`src/rtl/firing_click_voice_mixer_macros.svh`:
```
// Assertion macros for the engine click mixer.
`ifndef FIRING_CLICK_VOICE_MIXER_MACROS_SVH
`define FIRING_CLICK_VOICE_MIXER_MACROS_SVH
`ifndef SYNTHESIS
`define FCVM_ASSERT(lbl, clk, rst, prop) \
   lbl: assert property (@(posedge clk) disable iff (rst) prop) \
      else $error("fcvm assertion failed");
`define FCVM_ASSERT_NEXT(lbl, clk, rst, pre, post) \
   lbl: assert property (@(posedge clk) disable iff (rst) (pre) |=> (post)) \
      else $error("fcvm sequence assertion failed");
`else
`define FCVM_ASSERT(lbl, clk, rst, prop)
`define FCVM_ASSERT_NEXT(lbl, clk, rst, pre, post)
`endif
`endif

```
`src/rtl/fcvm_pkg.sv`:
```
// Shared constants, codes and control types of the engine click mixer.
`default_nettype none
package fcvm_pkg;
   localparam int MAX_CYLINDERS = 16;
   localparam int CLICK_DEPTH   = 4096;
   localparam int MAX_VOICES    = 16;

   localparam int CYL_W   = (MAX_CYLINDERS > 1) ? $clog2(MAX_CYLINDERS) : 1;
   localparam int ADDR_W  = $clog2(CLICK_DEPTH);
   localparam int POS_W   = $clog2(CLICK_DEPTH + 1);
   localparam int VOICE_W = (MAX_VOICES > 1) ? $clog2(MAX_VOICES) : 1;
   localparam int MEM_DEPTH = MAX_CYLINDERS * CLICK_DEPTH;
   localparam int MEM_W   = $clog2(MEM_DEPTH);
   localparam int PROD_W  = 33;
   localparam int ACC_W   = PROD_W + VOICE_W + 1;
   localparam int NUM_W   = 52;
   localparam int DCNT_W  = $clog2(NUM_W);

   localparam logic [2:0] CMD_TICK      = 3'd0;
   localparam logic [2:0] CMD_SET_RPM   = 3'd1;
   localparam logic [2:0] CMD_WR_CLICK  = 3'd2;
   localparam logic [2:0] CMD_WR_SLOT   = 3'd3;
   localparam logic [2:0] CMD_WR_CYL    = 3'd4;

   localparam logic [1:0] REG_CYL_COUNT  = 2'd0;
   localparam logic [1:0] REG_RPM_FACTOR = 2'd1;
   localparam logic [1:0] REG_SAMPLE_RT  = 2'd2;
   localparam logic [1:0] REG_MAX_AMP    = 2'd3;

   typedef struct packed {
      logic accept;
      logic den;
      logic div;
      logic timer;
      logic reduce;
      logic fire;
      logic sub;
      logic mix;
      logic load_out;
   } cmd_type;

   typedef struct packed {
      logic fire_now;
      logic pos_ge;
      logic div_last;
      logic voice_last;
      logic pipe_busy;
   } status_type;
endpackage
`default_nettype wire

```
`src/rtl/fcvm_ctrl.sv`:
```
// Sequencer for tick, set-rpm and table-write commands.
`default_nettype none
`include "firing_click_voice_mixer_macros.svh"
module fcvm_ctrl (
   input  wire logic                clock,
   input  wire logic                reset,
   input  wire logic                req_valid,
   output logic                     req_stall,
   input  wire logic [2:0]          req_command,
   output logic                     rsp_valid,
   input  wire logic                rsp_stall,
   input  wire fcvm_pkg::status_type sts,
   output fcvm_pkg::cmd_type        cmd
);
   typedef enum logic [9:0] {
      ST_IDLE   = 10'b0000000001,
      ST_DEN    = 10'b0000000010,
      ST_DIV    = 10'b0000000100,
      ST_TIMER  = 10'b0000001000,
      ST_REDUCE = 10'b0000010000,
      ST_FIRE   = 10'b0000100000,
      ST_SUB    = 10'b0001000000,
      ST_MIX    = 10'b0010000000,
      ST_DRAIN  = 10'b0100000000,
      ST_DONE   = 10'b1000000000
   } state_type;

   state_type state_ff, state_in;
   logic      rsp_valid_ff, rsp_valid_in;
   logic      out_free;

   assign req_stall = (state_ff != ST_IDLE);
   assign rsp_valid = rsp_valid_ff;
   assign out_free  = !rsp_valid_ff || !rsp_stall;

   always_comb begin
      cmd          = '0;
      state_in     = state_ff;
      rsp_valid_in = rsp_valid_ff && rsp_stall;
      unique case (state_ff)
         ST_IDLE: begin
            if (req_valid) begin
               cmd.accept = 1'b1;
               if (req_command == fcvm_pkg::CMD_TICK) state_in = ST_TIMER;
               else if (req_command == fcvm_pkg::CMD_SET_RPM) state_in = ST_DEN;
               else state_in = ST_DONE;
            end
         end
         ST_DEN: begin
            cmd.den  = 1'b1;
            state_in = ST_DIV;
         end
         ST_DIV: begin
            cmd.div = 1'b1;
            if (sts.div_last) state_in = ST_DONE;
         end
         ST_TIMER: begin
            cmd.timer = 1'b1;
            state_in  = sts.fire_now ? ST_REDUCE : ST_MIX;
         end
         ST_REDUCE: begin
            cmd.reduce = 1'b1;
            if (!sts.pos_ge) state_in = ST_FIRE;
         end
         ST_FIRE: begin
            cmd.fire = 1'b1;
            state_in = ST_SUB;
         end
         ST_SUB: begin
            cmd.sub  = 1'b1;
            state_in = ST_MIX;
         end
         ST_MIX: begin
            cmd.mix = 1'b1;
            if (sts.voice_last) state_in = ST_DRAIN;
         end
         ST_DRAIN: begin
            if (!sts.pipe_busy) state_in = ST_DONE;
         end
         ST_DONE: begin
            if (out_free) begin
               cmd.load_out = 1'b1;
               rsp_valid_in = 1'b1;
               state_in     = ST_IDLE;
            end
         end
         default: state_in = ST_IDLE;
      endcase
   end

   always_ff @(posedge clock) begin
      if (reset) begin
         state_ff     <= ST_IDLE;
         rsp_valid_ff <= 1'b0;
      end else begin
         state_ff     <= state_in;
         rsp_valid_ff <= rsp_valid_in;
      end
   end

   `FCVM_ASSERT(a_state_onehot, clock, reset, $onehot(state_ff))
   `FCVM_ASSERT_NEXT(a_load_sets_valid, clock, reset, cmd.load_out, rsp_valid_ff)
   `FCVM_ASSERT_NEXT(a_done_free_idle, clock, reset,
      (state_ff == ST_DONE) && !rsp_valid_ff, state_ff == ST_IDLE)
   `FCVM_ASSERT_NEXT(a_no_fire_to_mix, clock, reset,
      (state_ff == ST_TIMER) && !sts.fire_now, state_ff == ST_MIX)
endmodule
`default_nettype wire

```
`config.mk`:
```
export PLATFORM = sky130hd
export DESIGN_NAME = fcvm_ctrl
export DESIGN_NICKNAME = d
export VERILOG_FILES = /design/src/rtl/fcvm_pkg.sv /design/src/rtl/fcvm_ctrl.sv
export VERILOG_INCLUDE_DIRS = /design/src /design/src/rtl
export SDC_FILE = /design/constraint.sdc
export NUM_CORES = 1
export LEC_CHECK = 0
export ABC_AREA = 1
export BUFFER_PORTS_ARGS = -buffer_cell sky130_fd_sc_hd__buf_2
export CAP_MARGIN = 20
export CORE_MARGIN = 5
export CORE_UTILIZATION = 30
export DETAILED_ROUTE_END_ITERATION = 7
export GPL_TIMING_DRIVEN = 0
export MAX_ROUTING_LAYER = met4
export PLACE_DENSITY_LB_ADDON = 0.12
export SETUP_SLACK_MARGIN = 0.5
export SLEW_MARGIN = 0
export SYNTH_ARGS = -nofsm -noshare
export SYNTH_HDL_FRONTEND = slang
export SYNTH_SLANG_ARGS = --single-unit
export TNS_END_PERCENT = 30
```
`constraint.sdc`:
```
create_clock -name clock -period 3 [get_ports clock]
set_input_delay 0.3 -clock clock [delete_from_list [all_inputs] [get_ports clock]]
set_output_delay 0.3 -clock clock [all_outputs]
set_load 0.005 [all_outputs]
```
## Word-level counts from Yosys, hierarchy flattened

Index checks and enable logic that the tools add are counted.

| word-level totals | value |
|---|---|
| register bits | 11 |
| output and inout port bits | 11 |

| operators by class | value |
|---|---|
| eq/ne operators | 18 |
| reduce and logical (&&, ||, !) cells | 6 |
| mux-type cells | 23 |

Operators by type and width:

| kind | number |
|---|---|
| 10-bit one-hot mux with 10 select lines | 1 |
| 10-bit 2-to-1 mux | 8 |
| 1-bit 2-to-1 mux | 13 |
| 2-bit != test (second input constant) | 6 |
| 10-bit by 1-bit == test with 1-bit output (second input constant) | 1 |
| 10-bit == test (second input constant) | 1 |
| 10-bit by 2-bit == test with 1-bit output (second input constant) | 1 |
| 10-bit by 3-bit == test with 1-bit output (second input constant) | 1 |
| 10-bit by 4-bit == test with 1-bit output (second input constant) | 1 |
| 10-bit by 5-bit == test with 1-bit output (second input constant) | 1 |
| 10-bit by 6-bit == test with 1-bit output (second input constant) | 1 |
| 10-bit by 7-bit == test with 1-bit output (second input constant) | 1 |
| 10-bit by 8-bit == test with 1-bit output (second input constant) | 1 |
| 10-bit by 9-bit == test with 1-bit output (second input constant) | 1 |
| 10-bit by 1-bit != test with 1-bit output (second input constant) | 1 |
| 8-bit 2-to-1 mux | 1 |
| 6-bit AND reduction | 1 |
| 3-bit by 1-bit == test with 1-bit output (second input constant) | 1 |
| 3-bit zero test | 1 |
| 1-bit zero test | 2 |
| 1-bit logical AND | 1 |
| 1-bit logical OR | 1 |

## Depth between registers and ports, before layout

Gate-level depths: netlist (run 1).

| logic depth | value |
|---|---|
| depth in word-level cells | 5 |
| depth in mapped cells | 10 |
| depth with buffers taken out | 10 |

## Worst setup path before layout (run 1)

Ideal clock, no wire load.

| timing | value |
|---|---|
| kind | register -> register |
| from | reg state_ff[2] |
| to | reg state_ff[2] |
| arrival time | 1.161 ns |
| required time | 2.886 ns |
| path slack | 1.725 ns |
| path buffers | 0 |
| cell stages (with the launch flop) | 11 |
| cell sequence | dfxtp_1 nor2_1 nand2_4 nor2_1 nand3_1 nand2_2 nor2_2 nand2_2 nand2_1 nand2_1 nor2_2 |

| between the ends | value |
|---|---|
| cells in the longest elaborated chain, start to end | 3 |
| elaborated cells on any way between the ends | 18 |
| those cells by class | eq/ne (16); mux (1); reduce/logical (1) |

Ends and longest elaborated chain:

| item | line | RTL |
|---|---|---|
| start: declaration | fcvm_ctrl.sv:28 | `state_type state_ff, state_in;` |
| start signal: assignment | fcvm_ctrl.sv:96 | `state_ff <= state_in;` |
| 10-bit == test, or another cell as far along | fcvm_ctrl.sv:40 | `unique case (state_ff)` |
| 2-bit != test (no source line) | -- |  |
| 6-bit AND reduction (no source line) | -- |  |

Parallel ways exist; a longest one is shown, timed or not.
A chain may end at the register's enable or synchronous reset.

==> impl_metrics.json, run 1 <==
{
  "synth-seq-cells": 11,
  "cts_resized": 0,
  "drv_slew": 0,
  "ys_top_cells_by_area": "dfxtp_1 (22%), nand2_1 (14%), nor2_1 (13%)",
  "drtIter0Drc": 64,
  "root_buffer": "clkbuf_4",
  "gr-usage-all-layers_pct": 14.76,
  "endpoint_kind": "output pin",
  "post_drt_via_cell_ratio": 4.655,
  "path_cells": "inv_2 -> nand2_2 -> nor2_4 -> nand3_2 -> nor2_1 -> buf_2",
  "max_freq_ghz": 0.5595,
  "setup_violations": 0,
  "slew_headroom_pct": 61.78,
  "dpl.hpwl_microns": 2431,
  "io_pins": 23,
  "hold_path.class": "in -> reg",
  "routabilityCongestion": 0.8299,
  "synth.cell_area_sq_mm": 0.001022,
  "synth-warning-count": 0,
  "synthDistinctLibCells": 20,
  "post_drt_wl_per_cell_microns": 11.60,
  "insertion_delay_ps": 270,
  "skew_ps": 5.587,
  "ir_drop_mv": 0.2358,
  "ys_seq_area_share_pct": 21.54,
  "power_density_mw_per_mm2": 646.8,
  "setup.worst_path.start_class": "register",
  "diodes": 0,
  "die_h_microns": 68.38,
  "grt.overflow.total": 0,
  "grt_pass1_wl_microns": 4981,
  "synth_commonest_cells": "nand2_1 (39), nor2_1 (35), inv_1 (30)",
  "clk_pin_slew_worst_paths_ps": 90,
  "design.die.area_sq_mm": 0.004675,
  "cts_buffers": 3,
  "status": "finished, final reports clean",
  "avgSynthCellArea_sq_um": 5.775,
  "fin_crit_ps": 1787,
  "min_from": "reset",
  "syn_to_final_growth_pct": 18.97,
  "min_period_over_period_pct": 59.57,
  "power.leakage_nw": 0.7276,
  "nets": 216,
  "startpoint": "state_ff[9]",
  "crit_fanout": 6,
  "grt_pass1_vias": 1087,
  "htreeDepth": 1,
  "vias": 1159,
  "antenna_left": 0,
  "cts.sinks": 11,
  "finalSetupTns_ps": 0,
  "tritoncts": "built",
  "first_pass_iters": 4,
  "synth_top_area_share_pct": 21.54,
  "synth_edf_count": 0,
  "coreArea_sq_mm": 0.003311,
  "synth_area_leader_cell": "dfxtp_1",
  "drt-total-wl_microns": 2888,
  "crit_type": "reg -> out",
  "drc_errors": 0,
  "holdBufCountCts": 0,
  "grt_max_degree": 11,
  "maxCapViolations": 0,
  "cpPeakStageDelay_ps": 350,
  "crit_arrival_ps": 1490,
  "die_w_microns": 68.38,
  "synth.most_common_cell": "nand2_1",
  "slowest_stage": "dfxtp_1",
  "antenna_found_initial": 0,
  "total_power_mw": 0.7866,
  "start_util_pct": 30.88,
  "rsz0062_at_grt": "false",
  "worst_ep_required_time_ps": 2700,
  "r2r_start": "state_ff[9]",
  "synth-main-ff-cell": "dfxtp_1",
  "finalHoldViolations": 0,
  "portBuffers": 22,
  "synth_cells": 177,
  "async_flop_share_pct": 0,
  "clockBufferDepth": 2,
  "rows": 21,
  "post_cts_buffers": 0,
  "drive_gt1_share_pct": 25.12,
  "tightest_slew_ps": 571.3,
  "syn-num-nets": 189
}
[flip-flops by register name (all words and copies together), names as in the netlist]
| register | count |
|---|---|
| state_ff | 10 |
| rsp_valid | 1 |
[kinds of logic (layout without fill, tap and decap cells)]
| family | after synthesis | count (layout) | share of synthesized area, % |
|---|---|---|---|
| AOI/OAI and AO/OA | 4 | 4 | 2.203 |
| buffers and inverters | 34 | 60 | 12.73 |
| and+or+nand+nor | 128 | 128 | 63.53 |
| DFF | 11 | 11 | 21.54 |
[power by group]
group          leakage [nW]  internal [mW]  switching (mW)
logic                 0.623          0.161           0.327
registers            0.0893          0.168          0.0203
clock network        0.0150         0.0515          0.0592
total                 0.728          0.380           0.406
[final cells by class]
type                    count  area [sq um]
multi-input cells         132         671.9
flip-flops and latches     11         220.2
clock buffers               4         26.28
inverters                  34         130.1
repair buffers             22         110.1
fillers                   396          2095
well taps                  46         57.56
[per-stage QoR]
stage | util, % | hold slack, ps | setup WS (ps) | cell area [sq um] | cells
global placement | 35.94 | 479.3 | 1441 | 1190 | 245
detailed placement | 35.94 | 491.8 | 1464 | 1190 | 245
global route | 36.73 | 267.5 | 1063 | 1216 | 249
CTS | 36.73 | 262.5 | 1201 | 1216 | 249
floorplan | - | 369.1 | 1725 | 1022 | 177
finish | 36.73 | 272.9 | 1213 | 1216 | 249
[critical path, delay by kind of cell (launching register included)]
kind	cells	cell delay, ps
and+or+nand+nor	4	640
DFF	1	350
buffers and inverters	2	220
[cell usage in the layout (no fill, tap or decap), drive strengths merged]
| cell | instances |
|---|---|
| o211ai | 1 |
| nor2 | 45 |
| nand2 | 47 |
| nand4 | 7 |
| nand3 | 24 |
| a21oi | 3 |
| nor3 | 3 |
| inv | 34 |
| buf | 22 |
| clkbuf | 4 |
| nor4 | 2 |
| dfxtp | 11 |
[final timing paths]
path | endpoint | slack (ps) | cells after the start
worst max-delay path | cmd[8] | 1210 | 6
worst min register to register | rsp_valid | 500 | 2
worst max register to register | state_ff[0] | 1440 | 10
worst min-delay path | rsp_valid | 270 | 2
[per-layer routing]
| layer | share of wire, % | GRT usage, % | wire length (microns) |
|---|---|---|---|
| met1 | 49 | 18.88 | 1413 |
| met4 | 0.69 | 4.467 | 20 |
| met2 | 44 | 23.47 | 1285 |
| met5 | 0 | - | 0 |
| met3 | 5.9 | 2.791 | 169 |
(Power assumes the default switching activity.)
==> inputs of run 2 (changes only) <==
Clock period 3 ns to 1.4 ns, I/O delays scaled along.
==> impl_metrics.json, run 2 (synthesis gave the netlist of run 1 again) <==
{
  "fin_cells": 272,
  "root_buffer": "clkbuf_4",
  "placed_cells": 245,
  "clk_pin_slew_worst_paths_ps": 80,
  "holdPathEnd": "state_ff[4]",
  "skew_ps": 4.508,
  "crit_arrival_ps": 1330,
  "drive_gt1_share_pct": 46.46,
  "endpoint_kind": "output pin",
  "finalHoldViolations": 0,
  "grt_pass1_vias": 1308,
  "nets": 239,
  "violations": "negative setup slack",
  "min_from": "reset",
  "post_drt_via_cell_ratio": 4.735,
  "critical_path.top_delay_family": "simple AND/OR/NAND/NOR gates",
  "slew_headroom_pct": 75.84,
  "r2r-end": "state_ff[2]",
  "setup_violations": 15,
  "dpl.hpwl_microns": 2365,
  "tightest_slew_ps": 362.1,
  "antenna_left": 0,
  "vias": 1288,
  "slowest_stage": "dfxtp_2",
  "die_w_microns": 68.38,
  "r2r_start": "state_ff[0]",
  "worst_ep_required_time_ps": 1260,
  "cp_num_buf_inv": 2,
  "portBuffers": 22,
  "drv_slew": 0,
  "io_pins": 23,
  "nFillCells": 359,
  "diodes": 0,
  "drc_errors": 0,
  "gr-usage-all-layers_pct": 16.34,
  "clockBufferDepth": 2,
  "mostFrequentLayoutCell": "nand2_1",
  "insertion_delay_ps": 270,
  "path_cells": "nor2_4 -> nand2_4 -> nor2_1 -> nand2_1 -> inv_1 -> buf_2",
  "r2r_slack_ps": -60,
  "setup.worst_path.start_class": "register",
  "hold_path.class": "in -> reg",
  "drt-total-wl_microns": 3260,
  "power.leakage_nw": 0.8567,
  "cts_buffers": 3,
  "syn_to_final_growth_pct": 51.53,
  "fin_crit_ps": 1475,
  "die_h_microns": 68.38,
  "status": "finished with violations",
  "multiInputGateArea_sq_um": 793.3,
  "power_density_mw_per_mm2": 1506,
  "cpPeakStageDelay_ps": 360,
  "rsz0062_at_grt": "true",
  "holdBufCountCts": 0,
  "design.die.area_sq_mm": 0.004675,
  "post_dp_cell_area_sq_mm": 0.001236,
  "whs_path_depth": 2,
  "htreeDepth": 1,
  "top_register": "state_ff",
  "min_period_over_period_pct": 105.4,
  "cts.sinks": 11,
  "grt.overflow.total": 0,
  "antenna_found_initial": 0,
  "seq_area_sq_um": 235.2,
  "total_power_mw": 2.333,
  "rows": 21,
  "reg2reg_depth": 11,
  "grt_pass1_wl_microns": 5637,
  "crit_type": "reg -> out",
  "maxCapViolations": 0,
  "routabilityCongestion": 0.8298,
  "drtIter0Drc": 82,
  "first_pass_iters": 4,
  "worst_slack_ps": -74.99,
  "final_cell_mix": "nand2_1 (35), inv_1 (26), nor2_1 (26)",
  "start_util_pct": 30.88,
  "coreArea_sq_mm": 0.003311,
  "grt_max_degree": 9,
  "largest_register_ffs": 10,
  "crit_fanout": 4,
  "ir_drop_mv": 0.9919,
  "max_freq_ghz": 0.6780,
  "final_design_area_no_fill_sq_mm": 0.001549,
  "finalSetupTns_ps": -572.5,
  "tritoncts": "built",
  "post_drt_wl_per_cell_microns": 11.99
}
[run 2: cell count changes in the layout (fill, tap and decap cells not counted), sizes merged]
cell  delta
buf     +23
[run 2: worst max path at each step]
stage	startpoint	to	slack, ps	cells past startpoint
after CTS	state_ff[4]	cmd[0]	-60	6
final	state_ff[5]	cmd[5]	-70	6
after global routing	state_ff[0]	state_ff[3]	-170	11
after global placement	state_ff[9]	state_ff[1]	-8	10
after detailed placement	state_ff[8]	state_ff[0]	-30	10
after floorplan	state_ff[1]	state_ff[2]	160	10
[run 2: per-layer routing]
| metal | vias to the layer above | GRT usage [%] | wire (microns) | share of wire (%) |
|---|---|---|---|---|
| met5 | - | - | 0 | 0 |
| met4 | 0 | 8.437 | 70 | 2.1 |
| met3 | 8 | 1.806 | 143 | 4.4 |
| met2 | 38 | 26.47 | 1521 | 47 |
| met1 | 587 | 19.88 | 1524 | 47 |
| li1 | 655 | - | - | - |
[run 2: repair_timing]
action / 4_1_cts / 5_1_grt
buffers inserted: 19 / 4
endpoints found under the setup margin: 21 / 22
pin swaps: 16 / 8
cloned: 0 / 0
resized for setup: 23 / 8
endpoints found under the hold margin: 0 / 0
[run 2: where the power goes]
group	internal [mW]	switching [mW]	leakage, nW	total, mW
sequential	0.369	0.0535	0.0937	0.422
combinational	0.761	0.923	0.748	1.68
clock	0.110	0.116	0.0150	0.227
[run 2: worst reg2reg max path: stages, from the launching register on]
cell     delay, ps
dfxtp_2        340
nor2_4         170
nand2_8        110
nor2_8         160
buf_12         110
nand3_4        100
nand2_4         90
nor2_2          40
nand2_2         70
nand2_1         50
nand2_1         70
nor2_2          30
[run 2: per-stage QoR]
step / util, % / hold slack [ps] / setup WS (ps)
6_report: 46.79 / 89.97 / -74.99
2_1_floorplan: - / 204.9 / 162.6
4_1_cts: 45.35 / 100.4 / -57.98
5_1_grt: 46.79 / 93.08 / -171.3
3_5_place_dp: 37.34 / 393.2 / -30.53
3_3_place_gp: 37.34 / 381.8 / -7.922
[run 2: cell type report]
type,instances,area share [%]
multi-input combinational,132,51.21
timing repair buffer,45,19.47
sequential,11,15.19
inverter,34,8.724
tap,46,3.716
clock buffer,4,1.696
